`src/sv/stsu_pkg.sv`:
```
// shared types and constants of the sphere triangle subdivider
`default_nettype none
package stsu_pkg;
  localparam int COORD_W   = 16;
  localparam int FRAC_BITS = 14;
  localparam int MAX_DEPTH = 3;
  localparam int LVL_W     = 2;
  localparam int NUM_LVL   = MAX_DEPTH + 1;
  localparam int SUM_W     = COORD_W + 1;
  localparam int MAG_W     = COORD_W + 1;
  localparam int SQ_W      = 2 * MAG_W - 1;
  localparam int LEN2_W    = SQ_W + 2;
  localparam int SRCH_W    = FRAC_BITS + 1;
  localparam int DD_W      = 2 * SRCH_W;
  localparam int MUL_W     = 32;
  localparam int PROD_W    = 64;
  localparam int TGT_SH    = 2 * FRAC_BITS + 2;

  localparam logic [0:0] REG_DEPTH = 1'b0;

  typedef logic signed [COORD_W-1:0] coord_t;
  typedef struct packed {
    coord_t x;
    coord_t y;
    coord_t z;
  } vtx_t;
  typedef struct packed {
    vtx_t a;
    vtx_t b;
    vtx_t c;
  } tri_t;
endpackage
`default_nettype wire

```
`src/sv/sphere_triangle_subdivider_unit.sv`:
```
// top level: depth-first subdivision sequencer, result register and config port
// one input triangle yields 4^depth leaves; a midpoint squares its three coordinate sums and then
// runs up to 15 bisection steps per coordinate (N_IT, N_M1, N_M2, N_CMP), all through the one multiplier
// a leaf is loaded into the result register from T_DESC after its last midpoint
// in_ready is high only between items; the next item is taken after the last leaf transfer
// synchronous active-low reset clears the sequencer, result valid and depth (to 0)
`default_nettype none
module sphere_triangle_subdivider_unit import stsu_pkg::*; (
  input  wire  logic        clk,
  input  wire  logic        rst_n,
  input  wire  logic        psel,
  input  wire  logic        penable,
  input  wire  logic        pwrite,
  input  wire  logic [2:0]  paddr,
  input  wire  logic [31:0] pwdata,
  output logic [31:0]       prdata,
  output logic              pready,
  input  wire  logic        in_valid,
  output logic              in_ready,
  input  wire  coord_t      in_v1_x,
  input  wire  coord_t      in_v1_y,
  input  wire  coord_t      in_v1_z,
  input  wire  coord_t      in_v2_x,
  input  wire  coord_t      in_v2_y,
  input  wire  coord_t      in_v2_z,
  input  wire  coord_t      in_v3_x,
  input  wire  coord_t      in_v3_y,
  input  wire  coord_t      in_v3_z,
  output logic              out_valid,
  input  wire  logic        out_ready,
  output coord_t            out_a_x,
  output coord_t            out_a_y,
  output coord_t            out_a_z,
  output coord_t            out_b_x,
  output coord_t            out_b_y,
  output coord_t            out_b_z,
  output coord_t            out_c_x,
  output coord_t            out_c_y,
  output coord_t            out_c_z,
  output logic              out_last_of_run
);
  localparam logic [2:0] T_IDLE   = 3'd0;
  localparam logic [2:0] T_DESC   = 3'd1;
  localparam logic [2:0] T_MSTART = 3'd2;
  localparam logic [2:0] T_MWAIT  = 3'd3;
  localparam logic [2:0] T_OUT    = 3'd4;
  localparam logic [2:0] T_POP    = 3'd5;

  function automatic tri_t child_tri(tri_t t, vtx_t ab, vtx_t bc, vtx_t ca,
                                     logic [1:0] k);
    tri_t c;
    unique case (k)
      2'd0: c = '{a: t.a, b: ab, c: ca};
      2'd1: c = '{a: t.b, b: bc, c: ab};
      2'd2: c = '{a: t.c, b: ca, c: bc};
      2'd3: c = '{a: ab, b: bc, c: ca};
      default: c = t;
    endcase
    return c;
  endfunction

  logic [2:0]       state_r;
  logic [LVL_W-1:0] lvl_r;
  logic [1:0]       m_r;
  logic [1:0]       child_r [MAX_DEPTH];
  logic [LVL_W-1:0] depth_r, use_r;
  tri_t             tri_r [NUM_LVL];
  vtx_t             mid_r [MAX_DEPTH][3];
  tri_t             out_tri_r;
  logic             out_valid_r, out_last_r;

  // per-level view of the triangle and its midpoints
  tri_t             cur;
  logic [LVL_W-1:0] par;
  logic [1:0]       par_k;
  vtx_t             np, nq, nr;
  logic             n_start, n_done;
  logic             leaf_last;
  logic             cfg_wr;

  // config port: one register, depth
  assign pready = 1'b1;
  assign cfg_wr = psel && penable && pwrite && (paddr[2] == REG_DEPTH);
  assign prdata = (paddr[2] == REG_DEPTH) ? {30'b0, depth_r} : 32'b0;

  always_comb begin
    cur   = tri_r[lvl_r];
    par   = lvl_r - LVL_W'(1);
    par_k = child_r[par] + 2'd1;
    unique case (m_r)
      2'd0: begin np = cur.a; nq = cur.b; end
      2'd1: begin np = cur.b; nq = cur.c; end
      default: begin np = cur.c; nq = cur.a; end
    endcase
    // last leaf when every ancestor sits on its fourth child
    leaf_last = 1'b1;
    for (int j = 0; j < MAX_DEPTH; j++) begin
      if ((LVL_W'(j) < lvl_r) && (child_r[j] != 2'd3)) leaf_last = 1'b0;
    end
  end

  assign n_start = (state_r == T_MSTART);

  stsu_norm u_norm (
    .clk(clk), .rst_n(rst_n), .start(n_start), .p(np), .q(nq),
    .done_r(n_done), .r(nr)
  );

  always_ff @(posedge clk) begin
    if (!rst_n) begin
      state_r     <= T_IDLE;
      lvl_r       <= '0;
      m_r         <= '0;
      depth_r     <= '0;
      use_r       <= '0;
      out_valid_r <= 1'b0;
      for (int j = 0; j < MAX_DEPTH; j++) child_r[j] <= '0;
    end else begin
      if (cfg_wr) depth_r <= pwdata[LVL_W-1:0];
      unique case (state_r)
        T_IDLE: begin
          if (in_valid) begin
            tri_r[0] <= '{a: '{x: in_v1_x, y: in_v1_y, z: in_v1_z},
                          b: '{x: in_v2_x, y: in_v2_y, z: in_v2_z},
                          c: '{x: in_v3_x, y: in_v3_y, z: in_v3_z}};
            use_r    <= (32'(depth_r) > MAX_DEPTH) ? LVL_W'(MAX_DEPTH) : depth_r;
            lvl_r    <= '0;
            for (int j = 0; j < MAX_DEPTH; j++) child_r[j] <= '0;
            state_r  <= T_DESC;
          end
        end
        T_DESC: begin
          if (lvl_r >= use_r) begin
            out_tri_r   <= cur;
            out_last_r  <= leaf_last;
            out_valid_r <= 1'b1;
            state_r     <= T_OUT;
          end else begin
            m_r     <= 2'd0;
            state_r <= T_MSTART;
          end
        end
        T_MSTART: state_r <= T_MWAIT;
        T_MWAIT: begin
          if (n_done) begin
            mid_r[lvl_r][m_r] <= nr;
            if (m_r == 2'd2) begin
              // all three midpoints ready: push the first child
              tri_r[lvl_r + LVL_W'(1)] <= child_tri(cur, mid_r[lvl_r][0],
                                                    mid_r[lvl_r][1], nr, 2'd0);
              child_r[lvl_r] <= 2'd0;
              lvl_r          <= lvl_r + LVL_W'(1);
              state_r        <= T_DESC;
            end else begin
              m_r     <= m_r + 2'd1;
              state_r <= T_MSTART;
            end
          end
        end
        T_OUT: begin
          if (out_ready) begin
            out_valid_r <= 1'b0;
            state_r     <= T_POP;
          end
        end
        T_POP: begin
          if (lvl_r == '0) begin
            state_r <= T_IDLE;
          end else if (child_r[par] == 2'd3) begin
            lvl_r <= par;
          end else begin
            // next sibling replaces the current level
            child_r[par] <= par_k;
            tri_r[lvl_r] <= child_tri(tri_r[par], mid_r[par][0], mid_r[par][1],
                                      mid_r[par][2], par_k);
            state_r      <= T_DESC;
          end
        end
        default: state_r <= T_IDLE;
      endcase
    end
  end

  assign in_ready        = (state_r == T_IDLE);
  assign out_valid       = out_valid_r;
  assign out_a_x         = out_tri_r.a.x;
  assign out_a_y         = out_tri_r.a.y;
  assign out_a_z         = out_tri_r.a.z;
  assign out_b_x         = out_tri_r.b.x;
  assign out_b_y         = out_tri_r.b.y;
  assign out_b_z         = out_tri_r.b.z;
  assign out_c_x         = out_tri_r.c.x;
  assign out_c_y         = out_tri_r.c.y;
  assign out_c_z         = out_tri_r.c.z;
  assign out_last_of_run = out_last_r;
endmodule
`default_nettype wire

```
`src/sv/stsu_mul.sv`:
```
// shared unsigned multiplier with registered product
`default_nettype none
module stsu_mul import stsu_pkg::*; (
  input  logic              clk,
  input  logic [MUL_W-1:0]  a,
  input  logic [MUL_W-1:0]  b,
  output logic [PROD_W-1:0] p_r
);
  always_ff @(posedge clk) begin
    p_r <= a * b;
  end
endmodule
`default_nettype wire

```
`src/sv/stsu_norm.sv`:
```
// edge midpoint normalizer: bisection search driven through the shared multiplier
`default_nettype none
module stsu_norm import stsu_pkg::*; (
  input  logic clk,
  input  logic rst_n,
  input  logic start,
  input  vtx_t p,
  input  vtx_t q,
  output logic done_r,
  output vtx_t r
);
  localparam logic [3:0] N_IDLE = 4'd0;
  localparam logic [3:0] N_SQ0  = 4'd1;
  localparam logic [3:0] N_SQ1  = 4'd2;
  localparam logic [3:0] N_SQ2  = 4'd3;
  localparam logic [3:0] N_SUM  = 4'd4;
  localparam logic [3:0] N_IT   = 4'd5;
  localparam logic [3:0] N_M1   = 4'd6;
  localparam logic [3:0] N_M2   = 4'd7;
  localparam logic [3:0] N_CMP  = 4'd8;

  localparam logic [SRCH_W-1:0] ONE = SRCH_W'(1) << FRAC_BITS;

  logic [3:0]              state_r;
  logic signed [SUM_W-1:0] s_r [3];
  logic [SQ_W-1:0]         sq_r [3];
  logic [LEN2_W-1:0]       len2_r;
  logic [1:0]              idx_r;
  logic [SRCH_W-1:0]       lo_r, hi_r, mid_r;
  logic [DD_W-1:0]         dd_r;
  logic [PROD_W-1:0]       pl_r;
  coord_t                  rc_r [3];

  logic [MAG_W-1:0]  mag [3];
  logic [SRCH_W:0]   mid_sum;
  logic [SRCH_W-1:0] mid_c;
  logic [SRCH_W-1:0] d_c;
  logic [MUL_W-1:0]  mul_a, mul_b;
  logic [PROD_W-1:0] mul_p;
  logic [PROD_W-1:0] prod_c, tgt_c;
  logic [LEN2_W-1:0] len2_c;
  coord_t            lo_s;

  stsu_mul u_mul (.clk(clk), .a(mul_a), .b(mul_b), .p_r(mul_p));

  always_comb begin
    for (int i = 0; i < 3; i++) begin
      mag[i] = s_r[i][SUM_W-1] ? MAG_W'(-s_r[i]) : MAG_W'(s_r[i]);
    end
    mid_sum = {1'b0, lo_r} + {1'b0, hi_r} + (SRCH_W+1)'(1);
    mid_c   = mid_sum[SRCH_W:1];
    d_c     = SRCH_W'({mid_c, 1'b0} - (SRCH_W+1)'(1));
    prod_c  = pl_r + {mul_p[31:0], 32'b0};
    tgt_c   = PROD_W'(sq_r[idx_r]) << TGT_SH;
    len2_c  = LEN2_W'(sq_r[0]) + LEN2_W'(sq_r[1]) + LEN2_W'(mul_p[SQ_W-1:0]);
    lo_s    = s_r[idx_r][SUM_W-1] ? -COORD_W'(lo_r) : COORD_W'(lo_r);
    mul_a   = '0;
    mul_b   = '0;
    unique case (state_r)
      N_SQ0: begin mul_a = MUL_W'(mag[0]); mul_b = MUL_W'(mag[0]); end
      N_SQ1: begin mul_a = MUL_W'(mag[1]); mul_b = MUL_W'(mag[1]); end
      N_SQ2: begin mul_a = MUL_W'(mag[2]); mul_b = MUL_W'(mag[2]); end
      N_IT: begin mul_a = MUL_W'(d_c); mul_b = MUL_W'(d_c); end
      N_M1: begin
        mul_a = MUL_W'(mul_p[DD_W-1:0]);
        mul_b = len2_r[31:0];
      end
      N_M2: begin
        mul_a = MUL_W'(dd_r);
        mul_b = MUL_W'(len2_r[LEN2_W-1:32]);
      end
      default: begin
        mul_a = '0;
        mul_b = '0;
      end
    endcase
  end

  always_ff @(posedge clk) begin
    if (!rst_n) begin
      state_r <= N_IDLE;
      done_r  <= 1'b0;
    end else begin
      done_r <= 1'b0;
      unique case (state_r)
        N_IDLE: begin
          if (start) begin
            s_r[0]  <= SUM_W'(p.x) + SUM_W'(q.x);
            s_r[1]  <= SUM_W'(p.y) + SUM_W'(q.y);
            s_r[2]  <= SUM_W'(p.z) + SUM_W'(q.z);
            state_r <= N_SQ0;
          end
        end
        N_SQ0: state_r <= N_SQ1;
        N_SQ1: begin
          sq_r[0] <= mul_p[SQ_W-1:0];
          state_r <= N_SQ2;
        end
        N_SQ2: begin
          sq_r[1] <= mul_p[SQ_W-1:0];
          state_r <= N_SUM;
        end
        N_SUM: begin
          sq_r[2] <= mul_p[SQ_W-1:0];
          len2_r  <= len2_c;
          idx_r   <= 2'd0;
          lo_r    <= '0;
          hi_r    <= ONE;
          if (len2_c == '0) begin
            // opposite endpoints give the zero vector
            for (int i = 0; i < 3; i++) rc_r[i] <= '0;
            done_r  <= 1'b1;
            state_r <= N_IDLE;
          end else begin
            state_r <= N_IT;
          end
        end
        N_IT: begin
          if (lo_r == hi_r) begin
            rc_r[idx_r] <= lo_s;
            lo_r        <= '0;
            hi_r        <= ONE;
            if (idx_r == 2'd2) begin
              done_r  <= 1'b1;
              state_r <= N_IDLE;
            end else begin
              idx_r <= idx_r + 2'd1;
            end
          end else begin
            mid_r   <= mid_c;
            state_r <= N_M1;
          end
        end
        N_M1: begin
          dd_r    <= mul_p[DD_W-1:0];
          state_r <= N_M2;
        end
        N_M2: begin
          pl_r    <= mul_p;
          state_r <= N_CMP;
        end
        N_CMP: begin
          if (prod_c <= tgt_c) lo_r <= mid_r;
          else                 hi_r <= mid_r - SRCH_W'(1);
          state_r <= N_IT;
        end
        default: state_r <= N_IDLE;
      endcase
    end
  end

  assign r = '{x: rc_r[0], y: rc_r[1], z: rc_r[2]};
endmodule
`default_nettype wire
```
`config.mk`:
```
export PLATFORM = sky130hd
export DESIGN_NAME = sphere_triangle_subdivider_unit
export DESIGN_NICKNAME = d
export VERILOG_FILES = /design/src/sv/stsu_pkg.sv /design/src/sv/sphere_triangle_subdivider_unit.sv /design/src/sv/stsu_mul.sv /design/src/sv/stsu_norm.sv
export SDC_FILE = /design/constraint.sdc
export NUM_CORES = 2
export LEC_CHECK = 0
export BUFFER_PORTS_ARGS = -buffer_cell sky130_fd_sc_hd__buf_2
export CAP_MARGIN = 15
export CORE_MARGIN = 5
export CORE_UTILIZATION = 55
export CTS_CLUSTER_SIZE = 25
export DETAILED_ROUTE_END_ITERATION = 6
export PLACE_DENSITY_LB_ADDON = 0.2
export SLEW_MARGIN = 40
export SYNTH_ARGS = -nofsm -noshare
export SYNTH_HDL_FRONTEND = slang
export SYNTH_HIERARCHICAL = 1
export SYNTH_SLANG_ARGS = --single-unit
```
`constraint.sdc`:
```
create_clock -name clk -period 67.7 [get_ports clk]
set_input_delay 20.31 -clock clk [delete_from_list [all_inputs] [get_ports clk]]
set_output_delay 20.31 -clock clk [all_outputs]
set_load 0.02 [all_outputs]
```
==> results.md <==
- The flow ran to the end, but the final reports show violations.
- The checks that failed: design-rule violations.
- The worst-margin pin slew is 0.967 ns.
- Of the total synthesized cell area, the portion taken by AND, OR, NAND and NOR gates is 0.117.
- The y dimension of the die is 458 um.
- The clock passes through at most 3 buffers.
- The count of mapped cells out of synthesis is 9290.
- For this run, design rule violations remaining after detail routing come to 1.
- The sum of net half-perimeters after detailed placement is 231 mm.
- The XOR/XNOR share of the synthesized area is 0.0172.
- The largest family of logic cells by synthesized area is adder cells.
- Power spread over the standard cell area amounts to 24.3 mW/mm^2.
- TritonCTS built the clock tree.
- The synthesized design contains 1535 enable-type register cells.
- The number of max-slew violations in the final report is 0.
- The cell area after synthesis is 0.111 mm^2.
- The sort of element at the start of the critical path is an input port.
- The static leakage is 47.9 nW.
- After synthesis, the netlist uses 98 different library cells.
- At the end of the flow, the number of nets in the layout was 10900.
- The most area-hungry cell type in the Yosys netlist is sky130_fd_sc_hd__edfxtp_1.
- The number of buffers inserted by port buffering is 302.
- Of the post-synthesis cell area, the dominant cell type holds 0.417.
- VDD sags by at most 0.0238 mV.
- STA puts the critical path data arrival time at 20.68 ns.
- The number of antenna violations at the first check in global routing is 6.
- Counting stages on the worst path, the most repeated cell is sky130_fd_sc_hd__buf_2.
- After detailed routing, the number of vias per cell comes to 6.26.
- After layout, the minimum clock period comes to 40.99 ns.
- The routed wire length is 327 mm.
- In the final routed layout, each cell accounts on average for 26.9 um.
- Between clock sinks in the finished design, the worst skew comes to 0.0616 ns.
- Leaving out filler cells and counting taps, the final layout contains 12200.
- CTS built an H-tree with a depth of 4.
- The number of buffers inserted by post-CTS setup repair is 0.
- The insertion delay to the later sink of the worst-skew pair is 0.83 ns.
- TritonCTS created 164 clock buffers.
- The first global-routing pass estimated 489 mm of wire.
- For this run, the register share of the synthesized area comes to 0.432.
- The worst setup path is captured at an output pin.
- The via total after detailed routing is 76100.
- Clock-pin slew was measured on the worst setup and hold paths at 0.06 ns.
- The stage delay of the slowest cell on the critical path is 0.17 ns.
- Setup repair after global routing left no endpoint under its margin.
- Dividing the final minimum period by the clock period gives 0.606.
- Routability-driven placement finished with a final weighted congestion of 0.916.
- Across the run, the number of max-cap violations was 0.
- Global routing finished with a remaining overflow of 0.
- The count of nets left with antenna violations once routing finished came out at 0.
- The worst min-delay path class is flip-flop to flip-flop.
- Of the total synthesized cell area, the portion taken by full adders, half adders and majority gates is 0.220.
- The floorplan die width is 458 um.
- The compound-gate portion of the synthesized area was 0.0865.
- On the critical path, the stage with the largest delay is an instance of sky130_fd_sc_hd__buf_2.
- The core region is 0.200 mm^2.
- The violation count after the first detailed-routing iteration is 7863.
- The standard-cell row count is 164.
- The number of primary I/O pins is 366.
- Yosys printed 6 warnings.
- The worst relative slew slack is 0.349.
- The number of cells in the design after placement is 11800.
- The share of synthesized area spent on multiplexers is 0.0715.
- In this run the clock root is driven by a sky130_fd_sc_hd__clkbuf_16.
- For this design, the sink count on the clock tree is 1620.
- For this run, the top clock speed supported by timing is 0.0244 GHz.
- The via count of the first global-routing pass came to 77700.
- The aggregate negative setup slack is 0 ns.
- For this run, the leading register cell type out of synthesis is sky130_fd_sc_hd__edfxtp_1.
- From synthesis to final layout, the design area changed by 8.92%.
- The average instance in the mapped netlist occupies 11.9 um^2.
- The critical path goes through buf_2 -> nor2b_1 -> buf_2.
- The top fanout value on the critical path is 3.
- The number of endpoints with negative hold slack in the final report was 0.
- The number of gates resized after CTS is 0.
- The pre-antenna-repair detailed-routing pass consisted of 7 iterations.
- In this run, post-CTS hold repair placed 0 buffers.
- The die footprint is 0.210 mm^2.
- The total design power is 2.92 mW.
- The number of filler instances in the final layout is 15800.
- In the post-synthesis netlist, the biggest area contributors are sky130_fd_sc_hd__edfxtp_1 42%, sky130_fd_sc_hd__fa_1 17%, sky130_fd_sc_hd__ha_1 5.0%, sky130_fd_sc_hd__mux4_2 4.9%, sky130_fd_sc_hd__and2_1 4.0%.
- The post-place setup slack is 26.71 ns.
- The pin count of the biggest net entering global routing is 99.
- Synthesis inferred 1620 register bits.
- Setup slack closes at 26.71 ns.
- For the worst setup path, the data required time is 47.39 ns.
- Of the cells placed in the final design, the portion with a size suffix greater than 1 is 0.115.
- Setup violations remaining at the end of the flow were counted as 0.
- The overall routing resource usage is 0.311.
- The starting density of the core is 0.553.
- The fraction of registers with async set/reset is 0.
- The setup path with the least slack is of type input port to output pin.
[cells in the mapped netlist, types with 34 or more instances]
| cell | count |
|---|---|
| sky130_fd_sc_hd__a21o_1 | 67 |
| sky130_fd_sc_hd__buf_2 | 44 |
| sky130_fd_sc_hd__a221oi_1 | 53 |
| sky130_fd_sc_hd__inv_1 | 967 |
| sky130_fd_sc_hd__clkbuf_1 | 428 |
| sky130_fd_sc_hd__nand3b_1 | 56 |
| sky130_fd_sc_hd__and2_1 | 702 |
| sky130_fd_sc_hd__nand4_1 | 41 |
| sky130_fd_sc_hd__nand2_1 | 824 |
| sky130_fd_sc_hd__and3_1 | 34 |
| sky130_fd_sc_hd__o21a_1 | 39 |
| sky130_fd_sc_hd__a22oi_1 | 195 |
| sky130_fd_sc_hd__o21ai_0 | 162 |
| sky130_fd_sc_hd__mux4_2 | 242 |
| sky130_fd_sc_hd__edfxtp_1 | 1535 |
| sky130_fd_sc_hd__nor4_1 | 41 |
| sky130_fd_sc_hd__xnor2_1 | 128 |
| sky130_fd_sc_hd__o31ai_1 | 58 |
| sky130_fd_sc_hd__a21oi_1 | 479 |
| sky130_fd_sc_hd__nand3_1 | 149 |
| sky130_fd_sc_hd__a211oi_1 | 112 |
| sky130_fd_sc_hd__nor2_1 | 454 |
| sky130_fd_sc_hd__nor3_1 | 145 |
| sky130_fd_sc_hd__xor2_1 | 89 |
| sky130_fd_sc_hd__ha_1 | 444 |
| sky130_fd_sc_hd__mux2i_1 | 233 |
| sky130_fd_sc_hd__fa_1 | 935 |
| sky130_fd_sc_hd__dfxtp_1 | 85 |
| sky130_fd_sc_hd__buf_4 | 65 |
[metrics by stage]
stage / instance area [um^2] / hold WS [ns] / util
detailed placement: 115000 / 0.389 / 0.573
global placement: 114000 / 0.389 / 0.571
finish: 120000 / 0.402 / 0.602
CTS: 120000 / 0.403 / 0.602
floorplan: 111000 / 0.386 / -
global route: 120000 / 0.411 / 0.602
[sequential cells by signal, indices dropped and copies added, names as in the netlist, 30 cells and up, named ones only]
signal            cells
u_norm/rc_r          48
u_norm/s_r           51
u_norm/u_mul/p_r     64
u_norm/len2_r        35
tri_r               576
mid_r               432
u_norm/pl_r          64
u_norm/dd_r          30
u_norm/sq_r          99
[report_power, final]
group / internal [mW] / switching [mW] / total, mW
sequential: 1.16 / 0.0346 / 1.19
combinational: 0.253 / 0.529 / 0.781
clock: 0.544 / 0.402 / 0.946
[metal layers]
| metal | up-vias | share of wire | GRT usage |
|---|---|---|---|
| met4 | 0 | 0.058 | 0.156 |
| met3 | 830 | 0.085 | 0.0502 |
| met2 | 3878 | 0.49 | 0.525 |
| met1 | 38800 | 0.37 | 0.391 |
| met5 | - | 0 | 0 |
| li1 | 32600 | - | - |
[logic make-up after synthesis]
family,count (synthesis)
XOR/XNOR,217
multiplexers,486
other,3
AO/OA/AOI/OAI,1443
flip-flops,1620
buffers and inverters,1547
adder cells (fa/ha/maj),1379
AND/OR/NAND/NOR,2595
[layout make-up]
| type | count | area, um^2 | share of cell area |
|---|---|---|---|
| multi-input cells | 6161 | 57000 | 0.474 |
| flip-flops and latches | 1620 | 47800 | 0.397 |
| clock buffers | 196 | 4300 | 0.0357 |
| inverters | 967 | 3630 | 0.0302 |
| well taps | 2656 | 3320 | 0.0276 |
| repair buffers | 446 | 2920 | 0.0242 |
| clock inverters | 108 | 1370 | 0.0113 |
| diodes | 11 | 27.5 | 0.000229 |
[worst paths after layout]
path                                      from                      endpoint  slack, ns  cells past startpoint
hold reg to reg   u_norm/u_mul/p_r[59]$_DFF_P_     u_norm/pl_r[59]$_DFFE_PP_       0.40                      0
setup / recovery                      paddr[2]                     prdata[0]      26.71                      3
setup reg to reg  u_norm/lo_r[0]$_SDFFCE_PN0P_  u_norm/u_mul/p_r[58]$_DFF_P_      56.06                     33
hold / removal    u_norm/u_mul/p_r[59]$_DFF_P_     u_norm/pl_r[59]$_DFFE_PP_       0.40                      0
[placed cells by master, fill, tap and decap left out, drive strengths merged, types with 149 or more instances in the layout]
cell	count
inv	973
clkbuf	196
nand2	825
and2	703
nand3	149
ha	444
nor2	454
edfxtp	1535
nor3	156
mux2i	233
a22oi	195
o21ai	188
mux4	242
fa	935
buf	446
a21oi	482
[critical path, delay by kind of cell]
| kind | cells | cell delay, ns |
|---|---|---|
| buffers and inverters | 2 | 0.28 |
| AND/OR/NAND/NOR | 1 | 0.09 |
(Power assumes the default switching activity.)
